## src/rtl/rtwc_pkg.sv

```systemverilog
// Shared types and constants of the textured wall column walker.
package rtwc_pkg;

  typedef enum logic [2:0] {
    ST_IDLE,
    ST_DIV_LH,
    ST_MUL_HIT,
    ST_TEX_COL,
    ST_DIV_STEP,
    ST_MUL_POS,
    ST_FINISH
  } seq_state_t;

  typedef struct packed {
    logic div_load_lh;
    logic div_load_step;
    logic div_run;
    logic mul_en;
    logic mul_pos;
    logic lh_en;
    logic tcol_en;
    logic step_en;
    logic finish_en;
  } seq_ctrl_t;

  localparam logic ACT_START = 1'b0;
  localparam logic ACT_STEP  = 1'b1;

  localparam logic SIDE_VERTICAL = 1'b0;

  localparam logic [1:0] FACE_NORTH = 2'd0;
  localparam logic [1:0] FACE_SOUTH = 2'd1;
  localparam logic [1:0] FACE_WEST  = 2'd2;
  localparam logic [1:0] FACE_EAST  = 2'd3;

  localparam logic [3:0] TEX_LOG2_MIN   = 4'd1;
  localparam logic [3:0] TEX_LOG2_MAX   = 4'd10;
  localparam logic [3:0] TEX_LOG2_RESET = 4'd6;

  localparam int         REG_ADDR_W        = 3;
  localparam logic [0:0] REG_TEX_SIZE_LOG2 = 1'b0;

  localparam logic [15:0] LH_MAX = 16'hFFFF;

endpackage

```

## src/rtl/raycast_textured_wall_column.sv

```systemverilog
// Top level of the textured wall column walker: column setup sequencer and pixel walk.
//
// A start word (action 0) sets up one screen column: the wall height is found as
// SCREEN_H*2^16 divided by the wall distance, the row span is clamped to the screen,
// the texel column is taken from the fractional hit point, and the Q16 texture step
// (texture size*2^16 divided by the wall height) and start position are prepared.
// Setup runs on one shared restoring divider, which yields one quotient bit a cycle,
// and one shared multiplier. The divider quotient is DIV_W bits wide, where DIV_W is
// the larger of 27 and clog2(SCREEN_H+1)+16; in_ready stays low while setup runs. A
// step word (action 1) yields one pixel word on the result channel, so pixel words
// flow at one per cycle while the consumer keeps up; the result register lets a new
// word in while the previous pixel is taken in the same cycle. A step word yields
// nothing when the column is finished, lies beyond SCREEN_W, has an empty row span
// or an undetermined face; a start word never yields a result. The texture size
// register is written over the APB port and should only change while the block is
// idle.
module raycast_textured_wall_column
  import rtwc_pkg::*;
#(
  parameter int SCREEN_H = 512,
  parameter int SCREEN_W = 1024
) (
  input  logic                  clk,
  input  logic                  rst_n,
  input  logic                  in_valid,
  output logic                  in_ready,
  input  logic                  in_action,
  input  logic [11:0]           in_column,
  input  logic [25:0]           in_pos_x,
  input  logic [25:0]           in_pos_y,
  input  logic signed [15:0]    in_ray_dir_x,
  input  logic signed [15:0]    in_ray_dir_y,
  input  logic [25:0]           in_wall_dist,
  input  logic                  in_hit_side,
  output logic                  out_valid,
  input  logic                  out_ready,
  output logic [11:0]           out_pixel_x,
  output logic [11:0]           out_pixel_y,
  output logic [1:0]            out_face,
  output logic [9:0]            out_tex_col,
  output logic [9:0]            out_tex_row,
  output logic                  out_last,
  input  logic                  psel,
  input  logic                  penable,
  input  logic                  pwrite,
  input  logic [REG_ADDR_W-1:0] paddr,
  input  logic [31:0]           pwdata,
  output logic [31:0]           prdata,
  output logic                  pready
);

  // The divider handles both the wall height division (numerator SCREEN_H*2^16) and
  // the texture step division (numerator up to 1024*2^16, 27 bits).
  localparam int NUM_W  = $clog2(SCREEN_H + 1) + 16;
  localparam int DIV_W  = (NUM_W > 27) ? NUM_W : 27;
  localparam int CNT_W  = $clog2(DIV_W + 1);

  localparam logic [DIV_W-1:0] LH_NUM = DIV_W'(SCREEN_H) << 16;
  localparam logic [15:0]      SH16   = 16'(SCREEN_H);
  localparam logic [15:0]      HALF_H = 16'(SCREEN_H / 2);
  localparam logic [12:0]      SW13   = 13'(SCREEN_W);

  // Sequencer
  seq_state_t state_r, state_nxt;
  seq_ctrl_t  ctrl;

  // Configuration
  logic [3:0] tex_log2_r, tex_log2_nxt;
  logic [3:0] tex_log2_eff;
  logic [3:0] tex_shift;
  logic [9:0] tex_mask;
  logic       cfg_write;

  // Values captured from the start word
  logic [25:0]        dist_r, dist_nxt;
  logic [25:0]        pos_sel_r, pos_sel_nxt;
  logic signed [15:0] dir_r, dir_nxt;
  logic               face_ok_r, face_ok_nxt;
  logic               mirror_r, mirror_nxt;
  logic               col_ok_r, col_ok_nxt;

  // Shared divider
  logic [DIV_W-1:0] div_q_r, div_q_nxt;
  logic [25:0]      div_rem_r, div_rem_nxt;
  logic [25:0]      div_den_r, div_den_nxt;
  logic [CNT_W-1:0] div_cnt_r, div_cnt_nxt;
  logic [26:0]      div_shifted;
  logic [27:0]      div_trial;
  logic             div_done;

  // Shared multiplier
  logic signed [26:0] mul_a;
  logic signed [16:0] mul_b;
  logic signed [43:0] mul_p;
  logic [29:0]        mul_r, mul_nxt;

  // Column setup intermediates
  logic [15:0] lh_r, lh_nxt;
  logic [15:0] half16;
  logic [15:0] offset;
  logic [25:0] step_val;
  logic [29:0] frac30;
  logic [9:0]  tcol_raw;
  logic [15:0] row_start;
  logic [15:0] row_end_full;
  logic [15:0] row_end;

  // Column state
  logic [11:0] cur_row_r, cur_row_nxt;
  logic [11:0] end_row_r, end_row_nxt;
  logic [25:0] tex_pos_r, tex_pos_nxt;
  logic [25:0] tex_step_r, tex_step_nxt;
  logic [9:0]  held_tex_col_r, held_tex_col_nxt;
  logic [1:0]  held_face_r, held_face_nxt;
  logic [11:0] held_column_r, held_column_nxt;
  logic        drawable_r, drawable_nxt;

  // Result register
  logic        out_valid_r, out_valid_nxt;
  logic [11:0] out_pixel_x_r, out_pixel_x_nxt;
  logic [11:0] out_pixel_y_r, out_pixel_y_nxt;
  logic [1:0]  out_face_r, out_face_nxt;
  logic [9:0]  out_tex_col_r, out_tex_col_nxt;
  logic [9:0]  out_tex_row_r, out_tex_row_nxt;
  logic        out_last_r, out_last_nxt;

  logic in_fire;
  logic start_fire;
  logic step_fire;
  logic pixel_last;

  // ---------------------------------------------------------------------------
  // Handshakes. Words are only taken in idle, and only when the result register is
  // free or is being emptied in this same cycle.
  // ---------------------------------------------------------------------------
  assign in_ready   = (state_r == ST_IDLE) && (!out_valid_r || out_ready);
  assign in_fire    = in_valid && in_ready;
  assign start_fire = in_fire && (in_action == ACT_START);
  assign step_fire  = in_fire && (in_action == ACT_STEP) && drawable_r;

  // ---------------------------------------------------------------------------
  // Configuration port. One register; the out-of-range codes are clamped on use.
  // ---------------------------------------------------------------------------
  assign pready    = 1'b1;
  assign cfg_write = psel && penable && pwrite && (paddr[2] == REG_TEX_SIZE_LOG2);
  assign prdata    = (paddr[2] == REG_TEX_SIZE_LOG2) ? {28'd0, tex_log2_r} : 32'd0;

  always_comb begin
    tex_log2_nxt = cfg_write ? pwdata[3:0] : tex_log2_r;
  end

  always_comb begin
    if (tex_log2_r < TEX_LOG2_MIN) begin
      tex_log2_eff = TEX_LOG2_MIN;
    end else if (tex_log2_r > TEX_LOG2_MAX) begin
      tex_log2_eff = TEX_LOG2_MAX;
    end else begin
      tex_log2_eff = tex_log2_r;
    end
  end

  // Texture size T = 2^lg; the texel row and column masks are T-1.
  assign tex_shift = TEX_LOG2_MAX - tex_log2_eff;
  assign tex_mask  = 10'h3FF >> tex_shift;

  // ---------------------------------------------------------------------------
  // Sequencer: next state.
  // ---------------------------------------------------------------------------
  always_comb begin
    state_nxt = state_r;
    case (state_r)
      ST_IDLE: begin
        if (start_fire) state_nxt = ST_DIV_LH;
      end
      ST_DIV_LH: begin
        if (div_done) state_nxt = ST_MUL_HIT;
      end
      ST_MUL_HIT:  state_nxt = ST_TEX_COL;
      ST_TEX_COL:  state_nxt = ST_DIV_STEP;
      ST_DIV_STEP: begin
        if (div_done) state_nxt = ST_MUL_POS;
      end
      ST_MUL_POS:  state_nxt = ST_FINISH;
      ST_FINISH:   state_nxt = ST_IDLE;
      default:     state_nxt = ST_IDLE;
    endcase
  end

  // Sequencer: control outputs.
  always_comb begin
    ctrl = '0;
    case (state_r)
      ST_IDLE:     ctrl.div_load_lh = start_fire;
      ST_DIV_LH:   ctrl.div_run = 1'b1;
      ST_MUL_HIT: begin
        ctrl.mul_en = 1'b1;
        ctrl.lh_en  = 1'b1;
      end
      ST_TEX_COL: begin
        ctrl.tcol_en       = 1'b1;
        ctrl.div_load_step = 1'b1;
      end
      ST_DIV_STEP: ctrl.div_run = 1'b1;
      ST_MUL_POS: begin
        ctrl.mul_en  = 1'b1;
        ctrl.mul_pos = 1'b1;
        ctrl.step_en = 1'b1;
      end
      ST_FINISH:   ctrl.finish_en = 1'b1;
      default:     ctrl = '0;
    endcase
  end

  // ---------------------------------------------------------------------------
  // Start word capture. The hit coordinate along the wall is y for a vertical grid
  // line and x for a horizontal one; the other direction component picks the face.
  // ---------------------------------------------------------------------------
  always_comb begin
    dist_nxt        = dist_r;
    pos_sel_nxt     = pos_sel_r;
    dir_nxt         = dir_r;
    face_ok_nxt     = face_ok_r;
    mirror_nxt      = mirror_r;
    col_ok_nxt      = col_ok_r;
    held_face_nxt   = held_face_r;
    held_column_nxt = held_column_r;
    if (start_fire) begin
      dist_nxt        = in_wall_dist;
      held_column_nxt = in_column;
      col_ok_nxt      = {1'b0, in_column} < SW13;
      if (in_hit_side == SIDE_VERTICAL) begin
        pos_sel_nxt   = in_pos_y;
        dir_nxt       = in_ray_dir_y;
        face_ok_nxt   = (in_ray_dir_x != 16'sd0);
        held_face_nxt = in_ray_dir_x[15] ? FACE_WEST : FACE_EAST;
        mirror_nxt    = !in_ray_dir_x[15] && (in_ray_dir_x != 16'sd0);
      end else begin
        pos_sel_nxt   = in_pos_x;
        dir_nxt       = in_ray_dir_x;
        face_ok_nxt   = (in_ray_dir_y != 16'sd0);
        held_face_nxt = (!in_ray_dir_y[15] && (in_ray_dir_y != 16'sd0)) ?
                        FACE_NORTH : FACE_SOUTH;
        mirror_nxt    = in_ray_dir_y[15];
      end
    end
  end

  // ---------------------------------------------------------------------------
  // Shared restoring divider: one quotient bit per cycle. The dividend shifts out of
  // the top of div_q_r while quotient bits shift in at the bottom. A zero divisor
  // gives an all-ones quotient, which saturates the wall height as required.
  // ---------------------------------------------------------------------------
  assign div_shifted = {div_rem_r, div_q_r[DIV_W-1]};
  assign div_trial   = {1'b0, div_shifted} - {2'b00, div_den_r};
  assign div_done    = (div_cnt_r == CNT_W'(1));

  always_comb begin
    div_q_nxt   = div_q_r;
    div_rem_nxt = div_rem_r;
    div_den_nxt = div_den_r;
    div_cnt_nxt = div_cnt_r;
    if (ctrl.div_load_lh) begin
      div_q_nxt   = LH_NUM;
      div_rem_nxt = '0;
      div_den_nxt = in_wall_dist;
      div_cnt_nxt = CNT_W'(DIV_W);
    end else if (ctrl.div_load_step) begin
      div_q_nxt   = DIV_W'(1) << (5'd16 + {1'b0, tex_log2_eff});
      div_rem_nxt = '0;
      div_den_nxt = {10'd0, lh_r};
      div_cnt_nxt = CNT_W'(DIV_W);
    end else if (ctrl.div_run) begin
      div_q_nxt   = {div_q_r[DIV_W-2:0], !div_trial[27]};
      div_rem_nxt = div_trial[27] ? div_shifted[25:0] : div_trial[25:0];
      div_cnt_nxt = div_cnt_r - CNT_W'(1);
    end
  end

  // ---------------------------------------------------------------------------
  // Wall height and the derived quantities. Only bits 25:16 of the texture position
  // ever reach a result, so position and step are kept modulo 2^26.
  // ---------------------------------------------------------------------------
  always_comb begin
    lh_nxt = lh_r;
    if (ctrl.lh_en) begin
      lh_nxt = (|div_q_r[DIV_W-1:16]) ? LH_MAX : div_q_r[15:0];
    end
  end

  assign half16   = {1'b0, lh_r[15:1]};
  assign offset   = (half16 >= HALF_H) ? (half16 - HALF_H) : 16'd0;
  assign step_val = (lh_r == 16'd0) ? 26'd0 : div_q_r[25:0];

  assign row_start    = (half16 >= HALF_H) ? 16'd0 : (HALF_H - half16);
  assign row_end_full = half16 + HALF_H;
  assign row_end      = (row_end_full > SH16) ? SH16 : row_end_full;

  // ---------------------------------------------------------------------------
  // Shared multiplier: distance times direction for the hit point, then the row
  // offset times the step for the starting texture position.
  // ---------------------------------------------------------------------------
  assign mul_a = ctrl.mul_pos ? $signed({1'b0, step_val}) : $signed({1'b0, dist_r});
  assign mul_b = ctrl.mul_pos ? $signed({1'b0, offset}) : $signed({dir_r[15], dir_r});
  assign mul_p = mul_a * mul_b;

  always_comb begin
    mul_nxt = ctrl.mul_en ? mul_p[29:0] : mul_r;
  end

  // Fractional part of the hit point in Q.30 and its top lg bits as the texel column.
  assign frac30   = {pos_sel_r[15:0], 14'd0} + mul_r;
  assign tcol_raw = frac30[29:20] >> tex_shift;

  always_comb begin
    held_tex_col_nxt = held_tex_col_r;
    if (ctrl.tcol_en) begin
      held_tex_col_nxt = mirror_r ? (tcol_raw ^ tex_mask) : tcol_raw;
    end
  end

  // ---------------------------------------------------------------------------
  // Column state and the pixel walk.
  // ---------------------------------------------------------------------------
  assign pixel_last = (cur_row_r == end_row_r);

  always_comb begin
    cur_row_nxt  = cur_row_r;
    end_row_nxt  = end_row_r;
    tex_pos_nxt  = tex_pos_r;
    tex_step_nxt = tex_step_r;
    drawable_nxt = drawable_r;
    if (ctrl.step_en) begin
      tex_step_nxt = step_val;
    end
    if (ctrl.finish_en) begin
      tex_pos_nxt  = mul_r[25:0];
      cur_row_nxt  = row_start[11:0];
      end_row_nxt  = 12'(row_end - 16'd1);
      drawable_nxt = face_ok_r && col_ok_r && (row_start < row_end);
    end else if (step_fire) begin
      tex_pos_nxt = tex_pos_r + tex_step_r;
      if (pixel_last) begin
        drawable_nxt = 1'b0;
      end else begin
        cur_row_nxt = cur_row_r + 12'd1;
      end
    end
  end

  always_comb begin
    out_valid_nxt   = out_valid_r;
    out_pixel_x_nxt = out_pixel_x_r;
    out_pixel_y_nxt = out_pixel_y_r;
    out_face_nxt    = out_face_r;
    out_tex_col_nxt = out_tex_col_r;
    out_tex_row_nxt = out_tex_row_r;
    out_last_nxt    = out_last_r;
    if (step_fire) begin
      out_valid_nxt   = 1'b1;
      out_pixel_x_nxt = held_column_r;
      out_pixel_y_nxt = cur_row_r;
      out_face_nxt    = held_face_r;
      out_tex_col_nxt = held_tex_col_r;
      out_tex_row_nxt = tex_pos_r[25:16] & tex_mask;
      out_last_nxt    = pixel_last;
    end else if (out_ready) begin
      out_valid_nxt = 1'b0;
    end
  end

  assign out_valid   = out_valid_r;
  assign out_pixel_x = out_pixel_x_r;
  assign out_pixel_y = out_pixel_y_r;
  assign out_face    = out_face_r;
  assign out_tex_col = out_tex_col_r;
  assign out_tex_row = out_tex_row_r;
  assign out_last    = out_last_r;

  // ---------------------------------------------------------------------------
  // Registers. Control state is reset; the datapath is qualified by it.
  // ---------------------------------------------------------------------------
  always_ff @(posedge clk) begin
    if (!rst_n) begin
      state_r     <= ST_IDLE;
      tex_log2_r  <= TEX_LOG2_RESET;
      drawable_r  <= 1'b0;
      out_valid_r <= 1'b0;
      div_cnt_r   <= '0;
    end else begin
      state_r     <= state_nxt;
      tex_log2_r  <= tex_log2_nxt;
      drawable_r  <= drawable_nxt;
      out_valid_r <= out_valid_nxt;
      div_cnt_r   <= div_cnt_nxt;
    end
  end

  always_ff @(posedge clk) begin
    dist_r         <= dist_nxt;
    pos_sel_r      <= pos_sel_nxt;
    dir_r          <= dir_nxt;
    face_ok_r      <= face_ok_nxt;
    mirror_r       <= mirror_nxt;
    col_ok_r       <= col_ok_nxt;
    div_q_r        <= div_q_nxt;
    div_rem_r      <= div_rem_nxt;
    div_den_r      <= div_den_nxt;
    mul_r          <= mul_nxt;
    lh_r           <= lh_nxt;
    cur_row_r      <= cur_row_nxt;
    end_row_r      <= end_row_nxt;
    tex_pos_r      <= tex_pos_nxt;
    tex_step_r     <= tex_step_nxt;
    held_tex_col_r <= held_tex_col_nxt;
    held_face_r    <= held_face_nxt;
    held_column_r  <= held_column_nxt;
    out_pixel_x_r  <= out_pixel_x_nxt;
    out_pixel_y_r  <= out_pixel_y_nxt;
    out_face_r     <= out_face_nxt;
    out_tex_col_r  <= out_tex_col_nxt;
    out_tex_row_r  <= out_tex_row_nxt;
    out_last_r     <= out_last_nxt;
  end

endmodule
```

## config.mk

```make
export PLATFORM = sky130hd
export DESIGN_NAME = raycast_textured_wall_column
export DESIGN_NICKNAME = d
export VERILOG_FILES = /design/src/rtl/rtwc_pkg.sv /design/src/rtl/raycast_textured_wall_column.sv
export SDC_FILE = /design/constraint.sdc
export NUM_CORES = 1
export LEC_CHECK = 0
export BUFFER_PORTS_ARGS = -buffer_cell sky130_fd_sc_hd__buf_4
export CORE_ASPECT_RATIO = 0.7
export CORE_MARGIN = 1
export CORE_UTILIZATION = 40
export CTS_CLUSTER_SIZE = 40
export DETAILED_ROUTE_END_ITERATION = 16
export GPL_ROUTABILITY_DRIVEN = 0
export PLACE_DENSITY = 0.66
export SLEW_MARGIN = 0
export SYNTH_ARGS = -nofsm -noshare
export SYNTH_HDL_FRONTEND = slang
export SYNTH_SLANG_ARGS = --single-unit
```

## constraint.sdc

```tcl
create_clock -name clk -period 26 [get_ports clk]
set_clock_uncertainty 0.05 [all_clocks]
set_input_delay 2.6 -clock clk [delete_from_list [all_inputs] [get_ports clk]]
set_output_delay 2.6 -clock clk [all_outputs]
set_load 0.01 [all_outputs]
```

=== Yosys cells after proc, flatten, opt, wreduce, memory -nomap -nowiden ===
Cells that the tools add are included.

* Register bits after elaboration: 347
* Output and inout port bits: 82
* Logic and storage cells: 149
* Input port bits: 166

* Eq/ne operators: 12
* Magnitude comparators: 6
* Bitwise operators: 5
* Add/subtract/negate cells: 11
* Shifts and indexed selects: 3
* Mux-type cells: 46
* $mul: 1
* Reduce and logical (&&, ||, !) cells: 35

{| class="wikitable"
|+ Operators by type and width
! operator !! count
|-
| 2-to-1 mux 26 bit || 7
|-
| 2-to-1 mux 16 bit || 5
|-
| 2-to-1 mux 27 bit || 2
|-
| 2-to-1 mux 12 bit || 3
|-
| nonzero test 16 bit || 2
|-
| adder 30 bit || 1
|-
| multiplier 27 x 17 -> 30 bit || 1
|-
| subtractor 27 x 26 -> 28 bit || 1
|-
| left shift 1 x 5 -> 27 bit (first input constant) || 1
|-
| adder 26 bit || 1
|-
| one-hot mux 3 bit (6 select lines) || 1
|-
| 2-to-1 mux 17 bit || 1
|-
| adder 15 x 9 -> 16 bit (second input constant) || 1
|-
| greater-than comparator 16 x 10 -> 1 bit (second input constant) || 1
|-
| zero test 16 bit || 1
|-
| less-than comparator 16 bit || 1
|-
| 2-to-1 mux 1 bit || 16
|-
| subtractor 15 x 9 -> 16 bit (second input constant) || 1
|-
| subtractor 9 x 15 -> 16 bit (first input constant) || 1
|-
| greater-or-equal comparator 15 x 9 -> 1 bit (second input constant) || 1
|-
| 2-to-1 mux 5 bit || 3
|-
| adder 12 x 1 -> 12 bit (second input constant) || 1
|-
| == test 12 bit || 1
|-
| logical AND 1 bit || 12
|-
| 31 further kinds || 53
|}

=== Depth between registers and ports, before layout ===
* Depth in word-level cells: 8
* Depth in mapped cells: 34

=== Worst setup path after synthesis ===
OpenSTA, ideal clock, no wires.

* Path type: register to register
* Start: register lh_r[9]
* End: register mul_r[29] (data pin)
* Library setup time: 0.258 ns
* Data arrival time: 7.887 ns
* Required time: 25.692 ns
* Setup slack: 17.806 ns
* Stages on the path, launching flop included: 33
* Cell sequence: edfxtp_1 buf_2 inv_1 ha_1 or4b_4 or3_1 buf_6 a21oi_4 buf_6 clkbuf_1 o21a_1 clkbuf_1 nor2_1 fa_1 inv_1 fa_1 inv_1 fa_1 fa_1 inv_1 fa_1 fa_1 inv_1 ha_1 nand2_1 nor2_1 a221o_1 a211oi_1 o31ai_1 nand2_1 a21oi_1 o41a_1 xnor2_1

* Longest elaborated chain between the ends: 4
* Elaborated cells between the ends (all ways): 8
* Classes of those cells: add/sub (1); mul (1); order compare (1); mux (4); reduce/logical (1)

{| class="wikitable"
|+ RTL lines
! what !! line !! RTL
|-
| start, declared || raycast_textured_wall_column.sv:98 || <nowiki>logic [15:0] lh_r, lh_nxt;</nowiki>
|-
| start signal, assigned || raycast_textured_wall_column.sv:409 || <nowiki>lh_r <= lh_nxt;</nowiki>
|-
| subtractor 15 x 9 -> 16 bit (tied with other cells) || raycast_textured_wall_column.sv:291 || <nowiki>assign offset = (half16 >= HALF_H) ? (half16 - HALF_H) : 16'd0;</nowiki>
|-
| 2-to-1 mux 16 bit or 2-to-1 mux 26 bit (tied branches) || raycast_textured_wall_column.sv:291, raycast_textured_wall_column.sv:292 ||
|-
| 2-to-1 mux 17 bit or 2-to-1 mux 26 bit (tied branches) || raycast_textured_wall_column.sv:303, raycast_textured_wall_column.sv:302 ||
|-
| multiplier 27 x 17 -> 30 bit (*) || raycast_textured_wall_column.sv:304 || <nowiki>assign mul_p = mul_a * mul_b;</nowiki>
|-
| net mul_p[29] || raycast_textured_wall_column.sv:94 || <nowiki>logic signed [43:0] mul_p;</nowiki>
|-
| end signal, assigned || raycast_textured_wall_column.sv:408 || <nowiki>mul_r <= mul_nxt;</nowiki>
|-
| end, declared || raycast_textured_wall_column.sv:95 || <nowiki>logic [29:0] mul_r, mul_nxt;</nowiki>
|}

Mark *: on every way through the listed nets, which the timed path passes. The rest lies on a longest branch.
A chain may end at the register's enable or synchronous reset.

=== Worst setup path after layout ===
* Start: register lh_r[10]
* End: register mul_r[27] (data pin)

The elaborated chain is that of the path after synthesis.

==> results.sh <==
export IMPL_drt_first_iter_violations=2418
export IMPL_maxSlewHeadroom=0.161
export IMPL_setup_slack_ns=15.56
export IMPL_nFillCells=6864
export IMPL_max_freq_mhz=95.8
export IMPL_async_reset_ff_frac=0
export IMPL_avgSynthCellArea_um2=9.85
export IMPL_fin_cells=4102
export IMPL_cts_buffers=35
export IMPL_clock_power_share=0.118
export IMPL_yosysTopAreaCellShare=0.287
export IMPL_grt_setup_unrepaired="no"
export IMPL_layout_drive_gt1_share=0.117
export IMPL_grt_max_degree=70
export IMPL_clockBufferDepth=3
export IMPL_vias=21930
export IMPL_power_frac_seq=0.187
export IMPL_maxCapViolCount=0
export IMPL_min_period_ns=10.44
export IMPL_dr_pass1_iters=6
export IMPL_io_pins=248
export IMPL_p_per_area_nw_per_um2=131
export IMPL_path_common_cell="inv_1"
export IMPL_timing_worst_setup_path_type="flip-flop to flip-flop"
export IMPL_grt_pass1_vias=20620
export IMPL_die_w_um=325
export IMPL_min_path_type="flip-flop to flip-flop"
export IMPL_final_nets=3747
export IMPL_synth_edff_count=280
export IMPL_grt_overflow=0
export IMPL_p_leak_nw=14.5
export IMPL_insertion_delay_ns=0.54
export IMPL_finalHoldViolCount=0
export IMPL_final_cell_mix="inv_1, nand2_1, fa_1"
export IMPL_num_rows=82
export IMPL_area_delta_synth_final_pct=11.7
export IMPL_cts_resized=0
export IMPL_slew_violations=0
export IMPL_total_power_mw=4.29
export IMPL_gr_usage_all_layers=0.226
export IMPL_cpMaxStageDelayCell="o21a_1"
export IMPL_clock_sinks=347
export IMPL_ant_nets=0
export IMPL_port_buffers=168
export IMPL_cts_tree="yes"
export IMPL_vias_per_cell=5.35
export IMPL_synth_warnings=0
export IMPL_place_inst=4037
export IMPL_ir_drop_mv=0.250
export IMPL_final_common_cell="inv_1"
export IMPL_sw_frac_of_total=0.502
export IMPL_tns_ns=0
export IMPL_clock_root_buffer="clkbuf_16"
export IMPL_cp_arrival_ns=10.63
export IMPL_dp_hpwl_um=66900
export IMPL_cp_max_fo=26
export IMPL_ys_seq_elements=347
export IMPL_post_cts_setup_buffers=0
export IMPL_initial_core_util=0.407
export IMPL_synth_area_leaders="edfxtp_1, fa_1, ha_1"
export IMPL_synthCells=2971
export IMPL_yosysSeqAreaShare=0.333
export IMPL_die_area_um2=74200
export IMPL_setup_viol=0
export IMPL_holdBufCountCts=0
export IMPL_synth_cell_area_um2=29300
export IMPL_drc=0
export IMPL_cp_end_kind="flip-flop"
export IMPL_p_comb_frac=0.695
export IMPL_slowest_delay_ns=0.84
export IMPL_synth_distinct_cells=84
export IMPL_worstPathRequired_ns=26.20
export IMPL_p_sw_mw=2.15
export IMPL_status="completed"
export IMPL_die_h_um=228
export IMPL_finalWirelength_um=84500
export IMPL_crit_path_start_kind="flip-flop"
export IMPL_coreArea_um2=71900
export IMPL_post_place_ws_ns=15.78
export IMPL_clk_pin_slew_ns=0.06
export IMPL_worst_slew_pin_slew_ns=1.24
export IMPL_p_int_mw=2.14
export IMPL_grt_pass1_wl_um=127000
export IMPL_post_route_period_util=0.402
export IMPL_avgRoutedWirePerCell_um=20.6
export IMPL_antenna_found_initial=3
export IMPL_synthFlopType="edfxtp_1"
export IMPL_yosys_area_top_type="edfxtp_1"
export IMPL_htree_levels=2
## critical path, delay by kind of cell (launching register included)
family,cells,cell delay (ns)
fa+ha+maj,8,3.65
xor+xnor,1,0.55
buf+inv,7,0.73
flops,1,0.46
simple gates,6,1.53
compound gates,7,3.13
## logic make-up after synthesis
| logic type | share of synthesized area |
|---|---|
| AOI/OAI and AO/OA | 0.113 |
| buffers and inverters | 0.0758 |
| adders and majority gates | 0.276 |
| xor gates and xnor gates | 0.0421 |
| muxes | 0.0229 |
| DFF | 0.333 |
| other | 0.000257 |
| and+or+nand+nor | 0.136 |
## layout make-up
cell class	count	area, um^2	share of cell area
sequential	347	9750	0.298
tap	966	1210	0.0370
clock inverter	18	184	0.00563
clock buffer	44	940	0.0288
multi-input combinational	2109	17500	0.536
timing repair buffer	202	1520	0.0464
inverter	413	1550	0.0474
antenna	3	7.51	0.000230
## worst paths after layout
path	from	end	slack (ns)	cells after the start
setup reg to reg	lh_r[10]$_SDFFCE_PP1P_	mul_r[27]$_DFFE_PP_	15.56	29
hold reg to reg	held_column_r[1]$_DFFE_PP_	out_pixel_x[1]$_DFFE_PP_	0.37	0
hold / removal	held_column_r[1]$_DFFE_PP_	out_pixel_x[1]$_DFFE_PP_	0.37	0
setup / recovery	lh_r[10]$_SDFFCE_PP1P_	mul_r[27]$_DFFE_PP_	15.56	29
## Yosys cell counts, types with 10 or more instances
cell	instances
a22o_1	32
a32oi_1	10
nor3_1	33
or3_1	11
inv_1	412
nor2b_1	17
nand2b_1	17
mux2i_1	13
mux2_2	48
ha_1	186
and3_1	19
or2_2	32
a211oi_1	16
nor2_1	266
o21ai_1	22
o21ai_0	106
a31oi_1	11
clkbuf_1	92
o31ai_1	14
fa_1	287
nand4_1	12
nor4_1	15
a211o_1	10
edfxtp_1	280
nand2_1	393
nand3_1	27
xnor2_1	90
buf_4	29
a21o_1	39
o21a_1	52
and2_1	36
a21oi_1	100
dfxtp_1	67
xor2_1	46
## stage by stage
stage          hold slack [ns]  cell area [um^2]   util
2_1_floorplan            0.350             29400      -
3_3_place_gp             0.351             31500  0.439
3_5_place_dp             0.355             31500  0.439
4_1_cts                  0.363             32700  0.454
5_1_grt                  0.372             32700  0.454
6_report                 0.368             32700  0.454
## metal layers
layer | GRT usage | wire length (um)
met5 | 0 | 0
met4 | 0.0402 | 1480
met3 | 0.0976 | 12000
met2 | 0.298 | 32500
met1 | 0.339 | 38500
## power groups by stage
stage / registers [mW] / clock network [mW] / logic (mW)
after global placement: 0.812 / 0 / 2.90
after detailed placement: 0.812 / 0 / 2.92
after global routing: 0.806 / 0.536 / 3.24
after floorplan: 0.797 / 0 / 1.91
after CTS: 0.801 / 0.516 / 2.93
final: 0.803 / 0.507 / 2.98
## state kept, by name, indices dropped and copies added, names as in the netlist, 12 cells and up
name and cells:
out_pixel_y 12, dir_r 16, out_pixel_x 12, tex_step_r 26
lh_r 16, dist_r 26, mul_r 30, pos_sel_r 16
tex_pos_r 26, end_row_r 12, div_den_r 26, cur_row_r 12
div_rem_r 26, div_q_r 27, held_column_r 12
No activity file was read; power rests on OpenSTA's default activity.
